$ cat src/hdl/ta_pkg.sv
package ta_pkg;

    // Widths fixed by the field definitions
    localparam int SAMPLE_W = 10;
    localparam int DEG_W    = 9;
    localparam int SP_W     = 7;
    localparam int BAND_W   = 6;
    localparam int STEP_W   = 5;
    localparam int DIGIT_W  = 4;
    localparam int ADDR_W   = 5;
    localparam int DATA_W   = 32;

    // Full-scale degrees for a converter reading of 1023
    localparam int DEG_MAX  = 500;
    localparam int ADC_FULL = 1023;

    typedef enum logic [1:0] {
        CMD_SAMPLE = 2'd0,
        CMD_UP     = 2'd1,
        CMD_DOWN   = 2'd2
    } t_cmd;

    typedef enum logic [2:0] {
        REG_BAND      = 3'd0,
        REG_SET_MIN   = 3'd1,
        REG_SET_MAX   = 3'd2,
        REG_SET_START = 3'd3,
        REG_SET_STEP  = 3'd4
    } t_reg_idx;

    localparam logic [BAND_W-1:0] BAND_RST      = BAND_W'(5);
    localparam logic [SP_W-1:0]   SET_MIN_RST   = SP_W'(35);
    localparam logic [SP_W-1:0]   SET_MAX_RST   = SP_W'(75);
    localparam logic [SP_W-1:0]   SET_START_RST = SP_W'(60);
    localparam logic [STEP_W-1:0] SET_STEP_RST  = STEP_W'(5);

    typedef struct packed {
        t_cmd                cmd;
        logic [SAMPLE_W-1:0] sample;
    } t_in_req;

    typedef struct packed {
        logic               heater_on;
        logic               fan_on;
        logic [DIGIT_W-1:0] set_tens;
        logic [DIGIT_W-1:0] set_units;
        logic [DEG_W-1:0]   average_temp;
        logic               average_valid;
    } t_out_res;

    typedef struct packed {
        logic [BAND_W-1:0] band;
        logic [SP_W-1:0]   set_min;
        logic [SP_W-1:0]   set_max;
        logic [SP_W-1:0]   set_start;
        logic [STEP_W-1:0] set_step;
    } t_cfg;

    // Staged request between the front end and the control stage
    typedef struct packed {
        logic             vld;
        t_cmd             cmd;
        logic [DEG_W-1:0] deg;
    } t_stage;

endpackage

$ cat src/hdl/ta_regs.sv
module ta_regs (
    input  logic                      i_clk,
    input  logic                      i_rst_n,
    input  logic                      psel,
    input  logic                      penable,
    input  logic                      pwrite,
    input  logic [ta_pkg::ADDR_W-1:0] paddr,
    input  logic [ta_pkg::DATA_W-1:0] pwdata,
    output logic [ta_pkg::DATA_W-1:0] prdata,
    output logic                      pready,
    output ta_pkg::t_cfg              o_cfg
);
    import ta_pkg::*;

    t_cfg     r_cfg;
    t_cfg     n_cfg;
    t_reg_idx w_idx;
    logic     w_wr;

    assign pready = 1'b1;
    assign w_idx  = t_reg_idx'(paddr[ADDR_W-1:2]);
    assign w_wr   = psel && penable && pwrite;

    always_comb begin
        n_cfg = r_cfg;
        if (w_wr) begin
            case (w_idx)
                REG_BAND:      n_cfg.band      = pwdata[BAND_W-1:0];
                REG_SET_MIN:   n_cfg.set_min   = pwdata[SP_W-1:0];
                REG_SET_MAX:   n_cfg.set_max   = pwdata[SP_W-1:0];
                REG_SET_START: n_cfg.set_start = pwdata[SP_W-1:0];
                REG_SET_STEP:  n_cfg.set_step  = pwdata[STEP_W-1:0];
                default: ;
            endcase
        end
    end

    always_comb begin
        case (w_idx)
            REG_BAND:      prdata = DATA_W'(r_cfg.band);
            REG_SET_MIN:   prdata = DATA_W'(r_cfg.set_min);
            REG_SET_MAX:   prdata = DATA_W'(r_cfg.set_max);
            REG_SET_START: prdata = DATA_W'(r_cfg.set_start);
            REG_SET_STEP:  prdata = DATA_W'(r_cfg.set_step);
            default:       prdata = '0;
        endcase
    end

    always_ff @(posedge i_clk) begin
        if (!i_rst_n) begin
            r_cfg.band      <= BAND_RST;
            r_cfg.set_min   <= SET_MIN_RST;
            r_cfg.set_max   <= SET_MAX_RST;
            r_cfg.set_start <= SET_START_RST;
            r_cfg.set_step  <= SET_STEP_RST;
        end else begin
            r_cfg <= n_cfg;
        end
    end

    assign o_cfg = r_cfg;

endmodule

$ cat src/hdl/ta_front.sv
module ta_front (
    input  logic            i_clk,
    input  logic            i_rst_n,
    input  logic            i_in_valid,
    output logic            o_in_ready,
    input  ta_pkg::t_in_req i_in_data,
    input  logic            i_take,
    output ta_pkg::t_stage  o_stage
);
    import ta_pkg::*;

    localparam int PROD_W = 19;

    logic [PROD_W-1:0] w_prod;
    logic [DEG_W-1:0]  w_q0;
    logic [10:0]       w_rem;
    logic [DEG_W-1:0]  w_deg;

    logic             r_vld;
    logic             n_vld;
    t_cmd             r_cmd;
    logic [DEG_W-1:0] r_deg;

    // sample*500/1023: x = 1024*q0 + lo = 1023*q0 + (q0 + lo), remainder stays below 2*1023
    assign w_prod = PROD_W'(i_in_data.sample) * PROD_W'(DEG_MAX);
    assign w_q0   = w_prod[PROD_W-1:10];
    assign w_rem  = 11'(w_prod[9:0]) + 11'(w_q0);
    assign w_deg  = (w_rem >= 11'(ADC_FULL)) ? w_q0 + DEG_W'(1) : w_q0;

    assign o_in_ready = !r_vld || i_take;

    always_comb begin
        n_vld = r_vld;
        if (i_in_valid && o_in_ready) begin
            n_vld = 1'b1;
        end else if (i_take) begin
            n_vld = 1'b0;
        end
    end

    always_ff @(posedge i_clk) begin
        if (!i_rst_n) begin
            r_vld <= 1'b0;
        end else begin
            r_vld <= n_vld;
        end
    end

    always_ff @(posedge i_clk) begin
        if (i_in_valid && o_in_ready) begin
            r_cmd <= i_in_data.cmd;
            r_deg <= w_deg;
        end
    end

    assign o_stage.vld = r_vld;
    assign o_stage.cmd = r_cmd;
    assign o_stage.deg = r_deg;

endmodule

$ cat src/hdl/ta_ctrl.sv
module ta_ctrl #(
    parameter int WINDOW = 10
) (
    input  logic             i_clk,
    input  logic             i_rst_n,
    input  ta_pkg::t_stage   i_stage,
    input  ta_pkg::t_cfg     i_cfg,
    output logic             o_take,
    output logic             o_out_valid,
    input  logic             i_out_ready,
    output ta_pkg::t_out_res o_out_data
);
    import ta_pkg::*;

    localparam int CNT_W   = $clog2(WINDOW);
    localparam int SUM_W   = $clog2(WINDOW * DEG_MAX + 1);
    // Reciprocal error times sum stays below 2**SHIFT, so the quotient is exact
    localparam int SHIFT   = SUM_W + 7;
    localparam int unsigned RECIP = (32'd1 << SHIFT) / WINDOW + 1;
    localparam int RECIP_W = $clog2(RECIP + 1);
    localparam int PROD_W  = SUM_W + RECIP_W;
    localparam logic [CNT_W-1:0] CNT_LAST = CNT_W'(WINDOW - 1);

    logic [SP_W-1:0]  r_setpoint, n_setpoint;
    logic             r_started, n_started;
    logic [CNT_W-1:0] r_cnt, n_cnt;
    logic [SUM_W-1:0] r_sum, n_sum;
    logic [DEG_W-1:0] r_avg, n_avg;
    logic             r_heat, n_heat;
    logic             r_fan, n_fan;
    logic             r_out_vld, n_out_vld;
    t_out_res         r_out, n_out;

    logic [SUM_W-1:0]  w_sum_add;
    logic [PROD_W-1:0] w_prod;
    logic [DEG_W-1:0]  w_avg;
    logic [SP_W-1:0]   w_sp_base;
    logic [SP_W:0]     w_sp_up;
    logic [SP_W:0]     w_min_step;
    logic [SP_W-1:0]   w_sp_upd;
    logic [SP_W-1:0]   w_sp_dnd;
    logic [9:0]        w_hi;
    logic [9:0]        w_lo;
    logic [14:0]       w_tens_p;
    logic [DIGIT_W-1:0] w_tens;
    logic [SP_W-1:0]   w_units;
    logic              w_hit;

    assign o_take = i_stage.vld && (!r_out_vld || i_out_ready);

    // Sample path: accumulate and divide by the window through a reciprocal
    assign w_sum_add = r_sum + SUM_W'(i_stage.deg);
    assign w_prod    = PROD_W'(w_sum_add) * PROD_W'(RECIP);
    assign w_avg     = w_prod[SHIFT +: DEG_W];

    // Band compare against the present setpoint, widened so nothing wraps
    assign w_hi = 10'(r_setpoint) + 10'(i_cfg.band);
    assign w_lo = 10'(w_avg) + 10'(i_cfg.band);

    // Button path: the first press steps from the start value
    assign w_sp_base  = r_started ? r_setpoint : i_cfg.set_start;
    assign w_sp_up    = (SP_W+1)'(w_sp_base) + (SP_W+1)'(i_cfg.set_step);
    assign w_min_step = (SP_W+1)'(i_cfg.set_min) + (SP_W+1)'(i_cfg.set_step);

    always_comb begin
        w_sp_upd = w_sp_base;
        if (w_sp_base < i_cfg.set_max) begin
            w_sp_upd = (w_sp_up > (SP_W+1)'(i_cfg.set_max)) ? i_cfg.set_max
                                                            : w_sp_up[SP_W-1:0];
        end
        w_sp_dnd = w_sp_base;
        if (w_sp_base > i_cfg.set_min) begin
            w_sp_dnd = ((SP_W+1)'(w_sp_base) >= w_min_step)
                     ? w_sp_base - SP_W'(i_cfg.set_step) : i_cfg.set_min;
        end
    end

    always_comb begin
        n_setpoint = r_setpoint;
        n_started  = r_started;
        n_cnt      = r_cnt;
        n_sum      = r_sum;
        n_avg      = r_avg;
        n_heat     = r_heat;
        n_fan      = r_fan;
        w_hit      = 1'b0;
        if (o_take) begin
            case (i_stage.cmd)
                CMD_SAMPLE: begin
                    if (r_cnt == CNT_LAST) begin
                        w_hit = 1'b1;
                        n_sum = '0;
                        n_cnt = '0;
                        n_avg = w_avg;
                        if (10'(w_avg) > w_hi) begin
                            n_fan  = 1'b1;
                            n_heat = 1'b0;
                        end else if (w_lo < 10'(r_setpoint)) begin
                            n_heat = 1'b1;
                            n_fan  = 1'b0;
                        end
                    end else begin
                        n_sum = w_sum_add;
                        n_cnt = r_cnt + CNT_W'(1);
                    end
                end
                CMD_UP: begin
                    n_started  = 1'b1;
                    n_setpoint = w_sp_upd;
                end
                CMD_DOWN: begin
                    n_started  = 1'b1;
                    n_setpoint = w_sp_dnd;
                end
                default: ;
            endcase
        end
    end

    // Decimal digits: (s*205)>>11 is exact for seven-bit values
    assign w_tens_p = 15'(n_setpoint) * 15'd205;
    assign w_tens   = w_tens_p[14:11];
    assign w_units  = n_setpoint - SP_W'(w_tens) * SP_W'(10);

    always_comb begin
        n_out.heater_on     = n_heat;
        n_out.fan_on        = n_fan;
        n_out.set_tens      = w_tens;
        n_out.set_units     = w_units[DIGIT_W-1:0];
        n_out.average_temp  = n_avg;
        n_out.average_valid = w_hit;
        if (o_take) begin
            n_out_vld = 1'b1;
        end else if (i_out_ready) begin
            n_out_vld = 1'b0;
        end else begin
            n_out_vld = r_out_vld;
        end
    end

    always_ff @(posedge i_clk) begin
        if (!i_rst_n) begin
            r_setpoint <= '0;
            r_started  <= 1'b0;
            r_cnt      <= '0;
            r_sum      <= '0;
            r_avg      <= '0;
            r_heat     <= 1'b0;
            r_fan      <= 1'b0;
            r_out_vld  <= 1'b0;
        end else begin
            r_setpoint <= n_setpoint;
            r_started  <= n_started;
            r_cnt      <= n_cnt;
            r_sum      <= n_sum;
            r_avg      <= n_avg;
            r_heat     <= n_heat;
            r_fan      <= n_fan;
            r_out_vld  <= n_out_vld;
        end
    end

    always_ff @(posedge i_clk) begin
        if (o_take) begin
            r_out <= n_out;
        end
    end

    assign o_out_valid = r_out_vld;
    assign o_out_data  = r_out;

endmodule

$ cat src/hdl/thermostat_average_hysteresis_core.sv
// Thermostat with block averaging and a hysteresis band. Each request is a
// sensor sample or an up or down button press, and each gives exactly one
// result. A sample is scaled to degrees (reading*500/1023, truncated) and
// summed; every WINDOW-th sample forms the block average, which drives the
// heater and fan outside setpoint +/- band and holds them inside it. A
// button press steps the setpoint by set_step within set_min..set_max, the
// first press starting from set_start. Throughput is one request per cycle
// while results are not stalled; the degree scaling happens in the
// input register, and the rest in the result register (where the sum, the
// reciprocal divide by WINDOW, the band compare and the setpoint step all
// resolve in a single pass). Registers sit on the APB port at byte offsets
// 0 band, 4 set_min, 8 set_max, 12 set_start, 16 set_step, and are to be
// written only while the block is idle. WINDOW ranges from 2 to 64.
module thermostat_average_hysteresis_core #(
    parameter int WINDOW = 10
) (
    input  logic                      i_clk,
    input  logic                      i_rst_n,
    // request channel
    input  logic                      i_in_valid,
    output logic                      o_in_ready,
    input  ta_pkg::t_in_req           i_in_data,
    // result channel
    output logic                      o_out_valid,
    input  logic                      i_out_ready,
    output ta_pkg::t_out_res          o_out_data,
    // configuration port
    input  logic                      psel,
    input  logic                      penable,
    input  logic                      pwrite,
    input  logic [ta_pkg::ADDR_W-1:0] paddr,
    input  logic [ta_pkg::DATA_W-1:0] pwdata,
    output logic [ta_pkg::DATA_W-1:0] prdata,
    output logic                      pready
);
    import ta_pkg::*;

    t_cfg   w_cfg;
    t_stage w_stage;
    logic   w_take;

    // Hold the configuration registers and serve APB reads
    ta_regs u_regs (
        .i_clk   (i_clk),
        .i_rst_n (i_rst_n),
        .psel    (psel),
        .penable (penable),
        .pwrite  (pwrite),
        .paddr   (paddr),
        .pwdata  (pwdata),
        .prdata  (prdata),
        .pready  (pready),
        .o_cfg   (w_cfg)
    );

    // Register the request and scale the reading to degrees on the way in;
    // a new request is taken when the stage is empty or its request advances
    ta_front u_front (
        .i_clk      (i_clk),
        .i_rst_n    (i_rst_n),
        .i_in_valid (i_in_valid),
        .o_in_ready (o_in_ready),
        .i_in_data  (i_in_data),
        .i_take     (w_take),
        .o_stage    (w_stage)
    );

    // Advance the thermostat state and load the result register; the staged
    // request moves on whenever the result register is empty or being drained
    ta_ctrl #(
        .WINDOW (WINDOW)
    ) u_ctrl (
        .i_clk       (i_clk),
        .i_rst_n     (i_rst_n),
        .i_stage     (w_stage),
        .i_cfg       (w_cfg),
        .o_take      (w_take),
        .o_out_valid (o_out_valid),
        .i_out_ready (i_out_ready),
        .o_out_data  (o_out_data)
    );

endmodule

$ cat config.mk
export PLATFORM = sky130hd
export DESIGN_NAME = thermostat_average_hysteresis_core
export DESIGN_NICKNAME = d
export VERILOG_FILES = /design/src/hdl/ta_pkg.sv /design/src/hdl/ta_regs.sv /design/src/hdl/ta_front.sv /design/src/hdl/ta_ctrl.sv /design/src/hdl/thermostat_average_hysteresis_core.sv
export SDC_FILE = /design/constraint.sdc
export NUM_CORES = 1
export LEC_CHECK = 0
export ABC_AREA = 1
export BUFFER_PORTS_ARGS = -buffer_cell sky130_fd_sc_hd__buf_2
export CAP_MARGIN = 20
export CORE_MARGIN = 3
export CORE_UTILIZATION = 57
export CTS_BUF_LIST = sky130_fd_sc_hd__clkbuf_4
export CTS_CLUSTER_SIZE = 10
export DETAILED_ROUTE_END_ITERATION = 10
export PLACE_DENSITY = 0.84
export SLEW_MARGIN = 5
export SYNTH_ARGS = -nofsm -noshare
export SYNTH_HDL_FRONTEND = slang
export SYNTH_SLANG_ARGS = --single-unit
$ cat constraint.sdc
create_clock -name i_clk -period 8.1 [get_ports i_clk]
set_input_delay 0.81 -clock i_clk [delete_from_list [all_inputs] [get_ports i_clk]]
set_output_delay 0.81 -clock i_clk [all_outputs]
set_load 0.01 [all_outputs]
### Word-level counts from Yosys, hierarchy flattened

Index checks and enable logic that the tools add are counted.

| storage, ports and cells | value |
|---|---|
| bits in registers | 101 |
| input bits | 56 |
| output and inout port bits | 55 |

| cells by class | value |
|---|---|
| multipliers | 4 |
| reductions and logical operators | 20 |
| add/subtract/negate cells | 10 |
| eq/ne operators | 7 |
| muxes and demuxes | 29 |
| order comparisons | 7 |

Operators with widths:

| operator | count |
|---|---|
| 7-bit 2-to-1 mux | 6 |
| 9-bit 2-to-1 mux | 4 |
| 7-bit one-hot mux with 5 select lines | 1 |
| 13-bit by 16-bit multiplier with 28-bit output, second input constant | 1 |
| 10-bit by 7-bit multiplier with 17-bit output, second input constant | 1 |
| 7-bit by 5-bit adder with 8-bit output | 2 |
| 7-bit by 8-bit multiplier with 15-bit output, second input constant | 1 |
| 1-bit 2-to-1 mux | 15 |
| 7-bit one-hot mux with 2 select lines | 1 |
| 2-bit AND reduction | 7 |
| 13-bit by 9-bit adder with 13-bit output | 1 |
| 13-bit 2-to-1 mux | 1 |
| 10-bit by 9-bit adder with 11-bit output | 1 |
| 11-bit by 10-bit >= comparator with 1-bit output, second input constant | 1 |
| 9-bit by 6-bit adder with 10-bit output | 1 |
| 9-bit by 10-bit > comparator with 1-bit output | 1 |
| 10-bit by 7-bit < comparator with 1-bit output | 1 |
| 9-bit by 1-bit adder with 9-bit output, second input constant | 1 |
| 7-bit by 6-bit adder with 8-bit output | 1 |
| 7-bit by 8-bit >= comparator with 1-bit output | 1 |
| 8-bit by 7-bit > comparator with 1-bit output | 1 |
| 7-bit > comparator | 1 |
| 7-bit < comparator | 1 |
| 7-bit by 5-bit subtractor with 7-bit output | 1 |
| other kinds (17) | 24 |

### Longest topological paths before layout

| depth | value |
|---|---|
| word-level depth | 10 |
| depth in mapped cells | 54 |
| gate-level depth less buffers | 54 |

### By module

A second synthesis with hierarchy kept.

| second synthesis, totals | value |
|---|---|
| cells, all modules | 1872 |
| area, all modules | 14186.1 sq um |

Modules (own cells, without submodules):

| module | area each (sq um) | times used | cells an instance |
|---|---|---|---|
| ta_ctrl | 9232.6 | 1 | 1188 |
| ta_front | 3093.0 | 1 | 404 |
| ta_regs | 1860.5 | 1 | 280 |

### Least setup slack after synthesis

OpenSTA, ideal clock, no wires.

| path | value |
|---|---|
| path type | reg2reg |
| start | register u_ctrl.r_sum[0] |
| end | register u_ctrl.r_out (netlist bit u_ctrl.o_out_data[18]) (data pin) |
| path slack | -0.302 ns |
| path buffers | 0 |
| required time | 7.845 ns |
| cell stages (with the launch flop) | 45 |
| arrival time | 8.148 ns |
| cell sequence | dfxtp_1 -> ha_1 -> inv_1 -> fa_1 -> o31ai_2 -> a21o_1 -> a21oi_1 -> o21ai_2 -> nand2_1 -> a21boi_1 -> nand3_1 -> xor2_1 -> inv_1 -> ha_1 -> fa_1 -> inv_1 -> fa_1 -> inv_1 -> (+9 left out) -> inv_1 -> ha_1 -> a21oi_1 -> inv_1 -> a31oi_1 -> o21bai_1 -> a21oi_1 -> xor2_1 -> inv_1 -> ha_1 -> a21oi_1 -> o21ai_0 -> o21a_1 -> nor3_1 -> and3_1 -> nand3b_1 -> nand2_1 -> nand2_1 |

| between the ends | value |
|---|---|
| cells in the longest elaborated chain, start to end | 9 |
| elaborated cells between the ends (all ways) | 10 |
| those cells by class | 2 x add/sub; 1 x mul; 2 x order compare; 5 x mux |

RTL lines:

| item | line | RTL |
|---|---|---|
| start: declaration | ta_ctrl.sv:27 | `logic [SUM_W-1:0] r_sum, n_sum;` |
| start signal: assignment | ta_ctrl.sv:155 | `r_sum <= n_sum;` |
| 13-bit by 9-bit adder with 13-bit output * | ta_ctrl.sv:52 | `assign w_sum_add = r_sum + SUM_W'(i_stage.deg);` |
| 13-bit by 16-bit multiplier with 28-bit output * | ta_ctrl.sv:53 | `assign w_prod = PROD_W'(w_sum_add) * PROD_W'(RECIP);` |
| 9-bit by 6-bit adder with 10-bit output | ta_ctrl.sv:58 | `assign w_lo = 10'(w_avg) + 10'(i_cfg.band);` |
| 10-bit by 7-bit < comparator with 1-bit output | ta_ctrl.sv:98 | `end else if (w_lo < 10'(r_setpoint)) begin` |
| 1-bit 2-to-1 mux | ta_ctrl.sv:98 |  |
| 1-bit 2-to-1 mux * | ta_ctrl.sv:95 | `if (10'(w_avg) > w_hi) begin` |
| 1-bit 2-to-1 mux * | ta_ctrl.sv:90 | `if (r_cnt == CNT_LAST) begin` |
| 1-bit 2-to-1 mux * | ta_ctrl.sv:88 | `case (i_stage.cmd)` |
| 1-bit 2-to-1 mux * | ta_ctrl.sv:87 | `if (o_take) begin` |
| named net u_ctrl.n_fan | ta_ctrl.sv:30 | `logic r_fan, n_fan;` |
| end signal: assignment | ta_ctrl.sv:165 | `r_out <= n_out;` |
| end: declaration | ta_ctrl.sv:32 | `t_out_res r_out, n_out;` |

The timed path passes the listed nets; every way through them passes the cells marked *.
A chain may end at the register's enable or synchronous reset.

### Final worst setup path

Same ends and word-level chain as after synthesis.

==> metrics.cfg <==
[sta]
slew_headroom_pct=37.6
finalCritPeriodShare_pct=106
slew_viol_final=0
setup_slack_ps=-469
setup_violations=4
rsz0062_at_grt=true
finalHoldViolCount=0
fin_worst_skew_ps=50.3
timing.fmax_mhz=117
tightest_slew_ps=933
min_period_ps=8570

[placed_design]
portBuffers=57
gp_congestion=0.991
dpl_cell_area_um2=14300
dpl.hpwl_um=25900
dp.cells=2041
dp_slack_ps=-486

[drt]
wl_met3_um=2610
wl_met1_um=13600
avgRoutedWirePerCell_um=16.3
drtIter0Drc=877
highest_layer=met5
drt_wl_total_um=34100
dr_total_vias=11700
drtPass1Iterations=8
vias_per_cell=5.59
ant_nets=0
remaining_drc_errors=0
dr_wl_met2_um=16300

[clocking]
cts_tree=done
cts_sinks=101
clock_latency_ps=520
ctsHoldBuffers=0
clockRootBuffer=clkbuf_4
path_clk_slew_ps=160
cts-htree-levels=3
clockBufferDepth=2
numCtsBuffers=9

[synthesis]
async_flop_share_pct=0
synthCells=1621
yosysSeqAreaShare_pct=17.9
yosys-top-cells-area=ha_1 23%, fa_1 14%, dfxtp_1 11%, inv_1 9.4%, edfxtp_1 7.1%
yosys.area.top_type=ha_1
yosysTopAreaCellShare_pct=23.0
ys_warn_count=0
avgSynthCellArea_um2=8.04
syn_area_um2=13000
synth-main-ff-cell=dfxtp_1
synth_edf_count=31
netlist-cell-type-count=62
ys_ff_latch=101

[floorplanning]
num_rows=54
die-height_um=157
dieWidth_um=157
ioPinCount=111
dieArea_um2=24700
fp.coreArea_um2=22200
initial_core_util_pct=58.8

[critical_path]
cp-end-kind=register
arrival_ps=8830
critPathLaunchType=register
crit_slowest_cell=fa_1
max_stage_delay_ps=550
critical_path_class=reg -> reg
critPathMaxFanout=4
critical_path_required_ps=8360

[cells_and_area]
fin_cells=2093
n_fill_cell=1683
final_common_cell=inv_1
num-nets-final=2194
drive_gt1_share_pct=18.8
area_growth_pct=16.0
final_cell_mix=309 x inv_1, 233 x nand2_1, 223 x ha_1
stdcell_area_um2=15100

[worst_hold_path]
hp-class=reg -> reg

[global_route]
grt_pass1_wl_um=53600
grt_pass1_vias=11500
track_usage_pct=26.8
grt_overflow_total=0
grt_max_degree=38
antenna_found_initial=4

[run]
max_cap_violations=0

[status]
outcome=finished, violations left
violations=negative setup slack

-- cell type report --
type	count	area, um^2	area share [%]
Antenna cell	4	10.0	0.0662
Clock buffer	11	82.6	0.546
Clock inverter	5	43.8	0.290
Inverter	335	1260	8.31
Multi-Input combinational cell	1167	9740	64.4
Sequential cell	101	2340	15.5
Tap cell	280	350	2.32
Timing Repair Buffer	190	1310	8.63
-- cells in the mapped netlist, types with 7 or more instances --
cell	count
a21o_1	7
a21oi_1	120
buf_4	26
clkbuf_1	10
dfxtp_1	70
edfxtp_1	31
fa_1	94
ha_1	240
inv_1	328
nand2_1	238
nand2_2	7
nand3_1	64
nand4_1	15
nor2_1	94
nor3_1	12
o211ai_1	19
o21ai_0	72
o21ai_2	7
or2_2	8
xnor2_1	22
xor2_1	38
-- critical path: cells and delay by family, from the launching register on --
kind	cells	cell delay, ps
buffers and inverters	9	950
XOR/XNOR	3	500
AO/OA/AOI/OAI	16	2350
flip-flops	1	360
adder cells (fa/ha/maj)	10	3400
AND/OR/NAND/NOR	6	740
-- stage by stage --
step | util [%] | hold slack, ps | setup TNS, ps
after global placement | 64.5 | 458 | -1150
after detailed placement | 64.5 | 465 | -1680
after floorplan | - | 442 | 0
after CTS | 66.9 | 472 | -464
final | 68.2 | 481 | -1620
after global routing | 68.2 | 455 | -3420
-- metal layers --
| metal | global-route usage, % | vias to the layer above |
|---|---|---|
| li1 | - | 5595 |
| met1 | 33.8 | 5474 |
| met2 | 46.3 | 498 |
| met3 | 3.99 | 131 |
| met4 | 10.8 | 2 |
| met5 | 0 | - |
-- worst paths after layout --
path              cells after the start                              end  slack, ps                    startpoint
setup / recovery                     44  u_ctrl.o_out_data[18]$_DFFE_PP_       -470  u_ctrl.r_sum[0]$_SDFFE_PN0P_
hold / removal                        2     u_ctrl.r_sum[8]$_SDFFE_PN0P_        480  u_ctrl.r_sum[8]$_SDFFE_PN0P_
hold reg to reg                       2     u_ctrl.r_sum[8]$_SDFFE_PN0P_        480  u_ctrl.r_sum[8]$_SDFFE_PN0P_
setup reg to reg                     44  u_ctrl.o_out_data[18]$_DFFE_PP_       -470  u_ctrl.r_sum[0]$_SDFFE_PN0P_
-- what timing repair did --
action | in CTS | in global routing
gates resized for setup | 60 | 47
gates cloned | 0 | 0
setup endpoints to repair | 4 | 7
pin swaps | 45 | 48
buffers inserted | 19 | 13
-- state kept, by name (all words and copies together), names as in the netlist, 2 cells and up --
signal and flops:
u_front.r_cmd 2, u_ctrl.r_sum 13, u_ctrl.o_out_data 20, u_front.r_deg 9, u_ctrl.r_avg 9, u_ctrl.r_cnt 4, u_ctrl.r_setpoint 7, u_regs.o_cfg 32
-- cells by family after synthesis --
group	Yosys count	synth area share (%)
XOR/XNOR	64	4.53
AO/OA/AOI/OAI	281	12.8
adder cells (fa/ha/maj)	334	37.5
other	2	0.0576
AND/OR/NAND/NOR	462	15.4
buffers and inverters	377	11.8
flip-flops	101	17.9
Power is not shown: default switching activity piles up to over one toggle a cycle in this logic, so the estimate is an artifact.
